### src/rtl/mbps_pkg.sv
package mbps_pkg;

  localparam int MAX_LEN_DEF = 64;
  localparam int BYTE_W      = 8;
  localparam int IDX_W       = 6;
  localparam int PLEN_W      = 7;
  localparam int ADDR_W      = 64;
  localparam int IN_TDATA_W  = 24;

  typedef enum logic [0:0] {
    REG_PATTERN_LENGTH = 1'b0,
    REG_BASE_ADDRESS   = 1'b1
  } cfg_reg_t;

  typedef struct packed {
    logic              wc;
    logic [BYTE_W-1:0] val;
  } entry_t;

  typedef struct packed {
    logic shift;
    logic rot_up;
    logic rot_dn;
    logic load;
  } cell_ctl_t;

  typedef struct packed {
    logic              found;
    logic [ADDR_W-1:0] addr;
  } result_t;

endpackage

### src/rtl/mbps_cell.sv
module mbps_cell (
  input  logic                             clk,
  input  mbps_pkg::cell_ctl_t              ctl,
  input  logic                             sel,
  input  logic                             active,
  input  logic [mbps_pkg::BYTE_W-1:0]      byte_in,
  output logic [mbps_pkg::BYTE_W-1:0]      byte_out,
  input  mbps_pkg::entry_t                 load_ent,
  input  mbps_pkg::entry_t                 from_lo,
  input  mbps_pkg::entry_t                 from_hi,
  output mbps_pkg::entry_t                 ent_out,
  output logic                             match
);
  import mbps_pkg::*;

  logic [BYTE_W-1:0] win_r;
  entry_t            ent_r;

  // window byte moves one cell older per scanned byte
  always_ff @(posedge clk) begin
    if (ctl.shift) begin
      win_r <= byte_in;
    end
  end

  // pattern ring: rotate to follow the length, or take a load
  always_ff @(posedge clk) begin
    if (ctl.rot_up) begin
      ent_r <= from_lo;
    end else if (ctl.rot_dn) begin
      ent_r <= from_hi;
    end else if (ctl.load && sel) begin
      ent_r <= load_ent;
    end
  end

  assign byte_out = win_r;
  assign ent_out  = ent_r;
  assign match    = !active || ent_r.wc || (ent_r.val == byte_in);

endmodule

### src/rtl/masked_byte_pattern_scanner.sv
// result: a scan byte that completes a region's first match, or ends a region with no
//   match reported, has its result registered into the out register or the skid slot
// throughput: one item per cycle, set by the combinational compare across the cell row;
//   the input stalls while the skid slot is full or while a pattern_length write
//   rotates the ring to the new length, one ring rotation step per cycle
// reset: synchronous; clears flags, fill count and base, sets the length to 1, not the pattern entries
module masked_byte_pattern_scanner #(
  parameter int MAX_LEN = mbps_pkg::MAX_LEN_DEF
) (
  input  logic                               clk,
  input  logic                               rst_n,
  input  logic                               in_tvalid,
  output logic                               in_tready,
  input  logic [mbps_pkg::IN_TDATA_W-1:0]    in_tdata,  // entry_index, pattern_byte,
                                                        // is_wildcard, data_byte, zero pad
  input  logic                               in_tuser,  // req_type
  input  logic                               in_tlast,  // region_end
  output logic                               out_tvalid,
  input  logic                               out_tready,
  output logic [mbps_pkg::ADDR_W-1:0]        out_tdata, // match_address
  output logic                               out_tuser, // found
  input  logic                               cfg_valid,
  output logic                               cfg_ready,
  input  logic [0:0]                         cfg_index,
  input  logic [mbps_pkg::ADDR_W-1:0]        cfg_data
);
  import mbps_pkg::*;

  localparam int NW = $clog2(MAX_LEN + 1);
  localparam int IW = (MAX_LEN > 1) ? $clog2(MAX_LEN) : 1;
  localparam int DW = ((NW > IDX_W) ? NW : IDX_W) + 1;
  localparam int EW = (NW > PLEN_W) ? NW : PLEN_W;

  // input fields
  logic [IDX_W-1:0]  entry_index;
  entry_t            load_ent;
  logic [BYTE_W-1:0] data_byte;

  assign entry_index  = in_tdata[5:0];
  assign load_ent.val = in_tdata[13:6];
  assign load_ent.wc  = in_tdata[14];
  assign data_byte    = in_tdata[22:15];

  // control and config state
  logic [NW-1:0]     tgt_n_r, tgt_n_nxt;
  logic [NW-1:0]     aligned_r, aligned_nxt;
  logic [ADDR_W-1:0] base_r, base_nxt;
  logic [ADDR_W-1:0] bmn_r, bmn_nxt;
  logic [ADDR_W-1:0] cnt_p1_r, cnt_p1_nxt;
  logic [NW-1:0]     fill_r, fill_nxt;
  logic              rep_r, rep_nxt;
  logic              out_v_r, out_v_nxt;
  result_t           out_d_r, out_d_nxt;
  logic              skid_v_r, skid_v_nxt;
  result_t           skid_d_r, skid_d_nxt;

  logic              in_acc, scan, load;
  logic              rotating;
  logic [EW-1:0]     plen_e;
  logic [NW-1:0]     plen_n;
  logic [DW-1:0]     a_m1, idx_e, diff;
  logic [IW-1:0]     load_cell;
  logic              load_ok;
  logic [NW-1:0]     fill_inc;
  logic              hit;
  logic              res_v;
  result_t           res;
  cell_ctl_t         ctl;

  logic   [MAX_LEN-1:0] match_v;
  logic   [MAX_LEN-1:0] load_sel;
  logic   [MAX_LEN-1:0] active;
  logic   [BYTE_W-1:0]  win_in  [MAX_LEN];
  logic   [BYTE_W-1:0]  win_q   [MAX_LEN];
  entry_t               ent_q   [MAX_LEN];

  assign cfg_ready = 1'b1;
  assign rotating  = (aligned_r != tgt_n_r);
  assign in_tready = !skid_v_r && !rotating;
  assign in_acc    = in_tvalid && in_tready;
  assign scan      = in_acc && in_tuser;
  assign load      = in_acc && !in_tuser;

  // clamp the written length into 1..MAX_LEN
  always_comb begin
    plen_e = EW'(cfg_data[PLEN_W-1:0]);
    if (plen_e == '0) begin
      plen_n = NW'(1);
    end else if (plen_e > EW'(MAX_LEN)) begin
      plen_n = NW'(MAX_LEN);
    end else begin
      plen_n = plen_e[NW-1:0];
    end
  end

  always_comb begin
    tgt_n_nxt = tgt_n_r;
    base_nxt  = base_r;
    if (cfg_valid && cfg_ready) begin
      unique case (cfg_reg_t'(cfg_index))
        REG_PATTERN_LENGTH: tgt_n_nxt = plen_n;
        REG_BASE_ADDRESS:   base_nxt  = cfg_data;
      endcase
    end
    bmn_nxt = base_nxt - ADDR_W'(tgt_n_nxt);
  end

  // pattern entry i lives in cell (n-1-i) mod MAX_LEN
  always_comb begin
    a_m1  = DW'(aligned_r) - DW'(1);
    idx_e = DW'(entry_index);
    diff  = a_m1 - idx_e;
    if (idx_e > a_m1) begin
      diff = diff + DW'(MAX_LEN);
    end
    load_cell = diff[IW-1:0];
    load_ok   = (idx_e < DW'(MAX_LEN));
  end

  always_comb begin
    ctl.shift  = scan;
    ctl.rot_up = rotating && (aligned_r < tgt_n_r);
    ctl.rot_dn = rotating && (aligned_r > tgt_n_r);
    ctl.load   = load && load_ok;
  end

  genvar j;
  generate
    for (j = 0; j < MAX_LEN; j++) begin : g_cell
      if (j == 0) begin : g_head
        assign win_in[j] = data_byte;
      end else begin : g_body
        assign win_in[j] = win_q[j-1];
      end
      assign load_sel[j] = (load_cell == IW'(j));
      assign active[j]   = (NW'(j) < aligned_r);

      mbps_cell u_cell (
        .clk      (clk),
        .ctl      (ctl),
        .sel      (load_sel[j]),
        .active   (active[j]),
        .byte_in  (win_in[j]),
        .byte_out (win_q[j]),
        .load_ent (load_ent),
        .from_lo  (ent_q[(j + MAX_LEN - 1) % MAX_LEN]),
        .from_hi  (ent_q[(j + 1) % MAX_LEN]),
        .ent_out  (ent_q[j]),
        .match    (match_v[j])
      );
    end
  endgenerate

  assign fill_inc = (fill_r == NW'(MAX_LEN)) ? fill_r : fill_r + NW'(1);
  assign hit      = (&match_v) && (fill_inc >= aligned_r);
  assign res_v    = scan && !rep_r && (hit || in_tlast);
  assign res.found = hit;
  assign res.addr  = hit ? (bmn_r + cnt_p1_r) : '0;

  // region bookkeeping
  always_comb begin
    aligned_nxt = aligned_r;
    if (ctl.rot_up) begin
      aligned_nxt = aligned_r + NW'(1);
    end else if (ctl.rot_dn) begin
      aligned_nxt = aligned_r - NW'(1);
    end
    fill_nxt   = fill_r;
    cnt_p1_nxt = cnt_p1_r;
    rep_nxt    = rep_r;
    if (scan) begin
      if (in_tlast) begin
        fill_nxt   = '0;
        cnt_p1_nxt = ADDR_W'(1);
        rep_nxt    = 1'b0;
      end else begin
        fill_nxt   = fill_inc;
        cnt_p1_nxt = cnt_p1_r + ADDR_W'(1);
        rep_nxt    = rep_r || hit;
      end
    end
  end

  // output register with skid slot
  always_comb begin
    out_v_nxt  = out_v_r;
    out_d_nxt  = out_d_r;
    skid_v_nxt = skid_v_r;
    skid_d_nxt = skid_d_r;
    if (!out_v_r || out_tready) begin
      if (skid_v_r) begin
        out_v_nxt  = 1'b1;
        out_d_nxt  = skid_d_r;
        skid_v_nxt = 1'b0;
      end else begin
        out_v_nxt = res_v;
        out_d_nxt = res;
      end
    end else if (res_v) begin
      skid_v_nxt = 1'b1;
      skid_d_nxt = res;
    end
  end

  always_ff @(posedge clk) begin
    if (!rst_n) begin
      tgt_n_r   <= NW'(1);
      aligned_r <= NW'(1);
      base_r    <= '0;
      bmn_r     <= '1;
      cnt_p1_r  <= ADDR_W'(1);
      fill_r    <= '0;
      rep_r     <= 1'b0;
      out_v_r   <= 1'b0;
      skid_v_r  <= 1'b0;
    end else begin
      tgt_n_r   <= tgt_n_nxt;
      aligned_r <= aligned_nxt;
      base_r    <= base_nxt;
      bmn_r     <= bmn_nxt;
      cnt_p1_r  <= cnt_p1_nxt;
      fill_r    <= fill_nxt;
      rep_r     <= rep_nxt;
      out_v_r   <= out_v_nxt;
      skid_v_r  <= skid_v_nxt;
    end
  end

  always_ff @(posedge clk) begin
    out_d_r  <= out_d_nxt;
    skid_d_r <= skid_d_nxt;
  end

  assign out_tvalid = out_v_r;
  assign out_tdata  = out_d_r.addr;
  assign out_tuser  = out_d_r.found;

  a_skid_behind_out: assert property (@(posedge clk) disable iff (!rst_n)
    skid_v_r |-> out_v_r)
    else $error("skid slot full while output register empty");

  a_no_input_while_rotating: assert property (@(posedge clk) disable iff (!rst_n)
    (aligned_r != tgt_n_r) |-> !in_tready)
    else $error("input taken while pattern ring misaligned");

  a_result_lands: assert property (@(posedge clk) disable iff (!rst_n)
    res_v |=> out_v_r)
    else $error("result dropped");

  a_fill_bounded: assert property (@(posedge clk) disable iff (!rst_n)
    fill_r <= NW'(MAX_LEN))
    else $error("fill count beyond window depth");

endmodule
### config.mk
export PLATFORM = sky130hd
export DESIGN_NAME = masked_byte_pattern_scanner
export DESIGN_NICKNAME = d
export VERILOG_FILES = /design/src/rtl/mbps_pkg.sv /design/src/rtl/mbps_cell.sv /design/src/rtl/masked_byte_pattern_scanner.sv
export SDC_FILE = /design/constraint.sdc
export NUM_CORES = 2
export LEC_CHECK = 0
export CAP_MARGIN = 20
export CORE_MARGIN = 2
export CORE_UTILIZATION = 64
export DETAILED_ROUTE_END_ITERATION = 8
export DONT_BUFFER_PORTS = 1
export GPL_TIMING_DRIVEN = 0
export PLACE_DENSITY = 0.84
export SLEW_MARGIN = 25
export SYNTH_ARGS = -nofsm -noshare
export SYNTH_HDL_FRONTEND = slang
export SYNTH_HIERARCHICAL = 1
export SYNTH_SLANG_ARGS = --single-unit
export TNS_END_PERCENT = 10
### constraint.sdc
create_clock -name clk -period 30.8 [get_ports clk]
set_clock_uncertainty 0.2 [all_clocks]
set_input_delay 7.7 -clock clk [delete_from_list [all_inputs] [get_ports clk]]
set_output_delay 7.7 -clock clk [all_outputs]
set_load 0.01 [all_outputs]
==> summary.md <==
| Metric | Value |
|---|---|
| Worst-Margin Slew | 0.9846 ns |
| Unrepaired setup endpoints after global routing | no |
| Row count | 123 |
| Vias | 52,090 |
| Root Buffer | clkbuf_16 |
| CP peak stage delay | 0.61 ns |
| Initial Util | 64.36% |
| Crit path max-delay family | buffers and inverters |
| Worst setup path endpoint | bmn_r[50] |
| CTS tree | done |
| IO Port Bufs | 0 |
| Stages on the worst setup path | 18 |
| P&R area growth vs syn | 10.19% |
| CP startpoint | cfg_valid |
| Endpoints failing hold | 0 |
| Num CTS Buffers | 146 |
| Largest net degree at the start of global routing | 65 |
| Nets | 6,615 |
| Reg-to-Reg Start | aligned_r[6] |
| Yosys synthesis warning count | 6 |
| CP Cell Sequence | nand2_1 -> clkbuf_1 -> clkbuf_1 -> clkbuf_1 -> buf_1 -> mux2i_1 -> ha_1 -> fa_1 -> nor2b_1 -> o21ai_0 -> a21boi_0 -> o21a_1 -> o21ai_0 -> nand3_1 -> buf_2 -> nor4_2 -> a21oi_1 -> a31oi_1 |
| Routability cong. | 0.9660 |
| Gr usage total | 33.47% |
| Critical path's slowest cell | clkbuf_1 |
| Capturing point of the worst reg2reg path | skid_d_r[55] |
| Number of gates resized after cts | 0 |
| WL final | 197.7 mm |
| Worst setup EP type | flop |
| FMAX | 0.07502 GHz |
| Status | completed |
| Final Setup Violations | 0 |
| Critical path peak fanout | 10 |
| DRC | 0 |
| Vias in the first global route | 50,690 |
| First-pass GRT wire length | 298.2 mm |
| Skew-Pair Late Insertion Delay | 0.77 ns |
| ANT nets after route | 0 |
| Syn nets | 6,416 |
| Final min period | 13.33 ns |
| Share of layout cells above drive strength 1 | 8.752% |
| Buf/Inv on CP | 5 |
| Startpoint Class | input pin |
| WL/cell | 24.58 µm |
| Clock sinks | 1,426 |
| Die area | 0.1157 mm² |
| WP data arrival | 13.79 ns |
| Worst-path clk slew | 0.06 ns |
| Die Ht | 340.1 µm |
| Vias/cell | 6.479 |
| Postcts setup bufs | 0 |
| Rel. slew slack | 33.66% |
| Detailed placement HPWL | 140.7 mm |
| Bufs on Longest Clock Path | 3 |
| GRT Residual Overflow | 0 |
| Req. time, crit path | 31.26 ns |
| Initial DRC count | 6,847 |
| # hold bufs at CTS | 0 |
| H-tree depth | 4 |
| Setup total negative slack | 0 ns |
| Top cell by count, worst path | clkbuf_1 |
| Core ar. | 0.1123 mm² |
| Max Cap Viol | 0 |
| I/O pin total | 164 |
| Final Cycle Share | 43.28% |
| Syn Area/Cell | 11.62 µm² |
| Die width | 340.1 µm |
| Antenna violations before repair | 8 |
| Synthesized instance count | 6,222 |
| Synth Cell Area | 0.07230 mm² |
| Final Max Tran Viols | 0 |
| Worst r2r path cells | 17 |
| TritonRoute pass-1 iters | 6 |
| Critical path class | in2reg |
| Min-Delay Path Class | reg2reg |
| FF-to-FF setup slack | 24.14 ns |
==> flip-flops by register name, indices dropped and copies added (netlist names), 7 cells and up <==
name,flops
g_cell.u_cell/ent_out,576
g_cell.u_cell/byte_out,504
skid_d_r,65
base_r,64
bmn_r,64
cnt_p1_r,64
out_tdata,64
aligned_r,7
fill_r,7
tgt_n_r,7
==> worst register-to-register path, cell delays in order (launching register included) <==
cell	delay (ns)
dfxtp_1	0.48
nor2_1	0.42
inv_1	0.14
nor2_1	0.53
inv_1	0.17
nor2_1	0.59
nand2_1	0.21
nor2b_1	0.19
o21ai_1	0.19
nand4_1	0.25
nor4_1	0.79
and4_1	0.34
nand2_1	0.35
inv_1	0.34
o21ai_0	0.22
nor2_4	0.47
buf_12	0.27
buf_16	0.20
==> worst min-delay path by stage <==
| stage | cells past startpoint | startpoint | to |
|---|---|---|---|
| after floorplan | 2 | rep_r | rep_r |
| after global placement | 2 | rep_r | rep_r |
| after detailed placement | 0 | g_cell[55].u_cell/byte_out[1] | g_cell[56].u_cell/byte_out[1] |
| after CTS | 0 | g_cell[58].u_cell/byte_out[3] | g_cell[59].u_cell/byte_out[3] |
| after global routing | 0 | g_cell[59].u_cell/byte_out[5] | g_cell[60].u_cell/byte_out[5] |
| final | 0 | g_cell[58].u_cell/byte_out[3] | g_cell[59].u_cell/byte_out[3] |
==> placed cells by master, fill, tap and decap left out, types with 20 or more instances in the layout <==
cell	n
buf_6	129
and3_1	25
nand2_1	867
dfxtp_1	216
o21a_1	21
edfxtp_1	1210
a21o_1	42
xnor2_1	595
nand3_1	57
o31ai_1	68
o21ai_1	580
or3_1	32
o21ai_2	65
clkbuf_16	149
clkinv_1	20
inv_1	64
nor2b_1	146
buf_2	94
and2_1	25
xor2_1	88
nor3_1	89
o21ai_0	118
clkbuf_1	128
nand4_1	176
mux2i_1	636
clkinv_2	25
ha_1	95
nor2_1	291
a21oi_1	144
a211o_1	65
==> cell type report <==
cell class / count / area [µm²]
fillers: 7548 / 32680
well taps: 1500 / 1877
repair buffers: 51 / 710.7
diodes: 5 / 12.51
plain buffers: 313 / 2253
clock inverters: 77 / 792.0
inverters: 62 / 232.7
clock buffers: 186 / 3918
flip-flops and latches: 1426 / 40660
multi-input cells: 4421 / 29220
==> metal layers <==
metal	global-route usage, %	vias to the layer above	wire (µm)
met5	0	-	53
met4	15.75	8	9895
met3	6.513	599	21930
met2	52.81	3385	90670
met1	45.00	25000	75120
li1	-	23100	-
==> stage by stage <==
step                      setup slack (ns)  cell area (µm²)  util [%]  hold WS (ns)  cells
after floorplan                      6.536            72300         -        0.2374   6222
after global placement              0.6318            74180     66.03        0.2459   7722
after detailed placement             16.90            74950     66.71        0.2555   7773
after CTS                            17.69            79660     70.90        0.2554   8036
after global routing                 17.15            79660     70.91        0.2689   8038
final                                17.47            79670     70.92        0.2606   8041
Power is left out: the tool's default activity adds up to more than one toggle a clock period on the data nets, which glitch-free logic cannot reach.
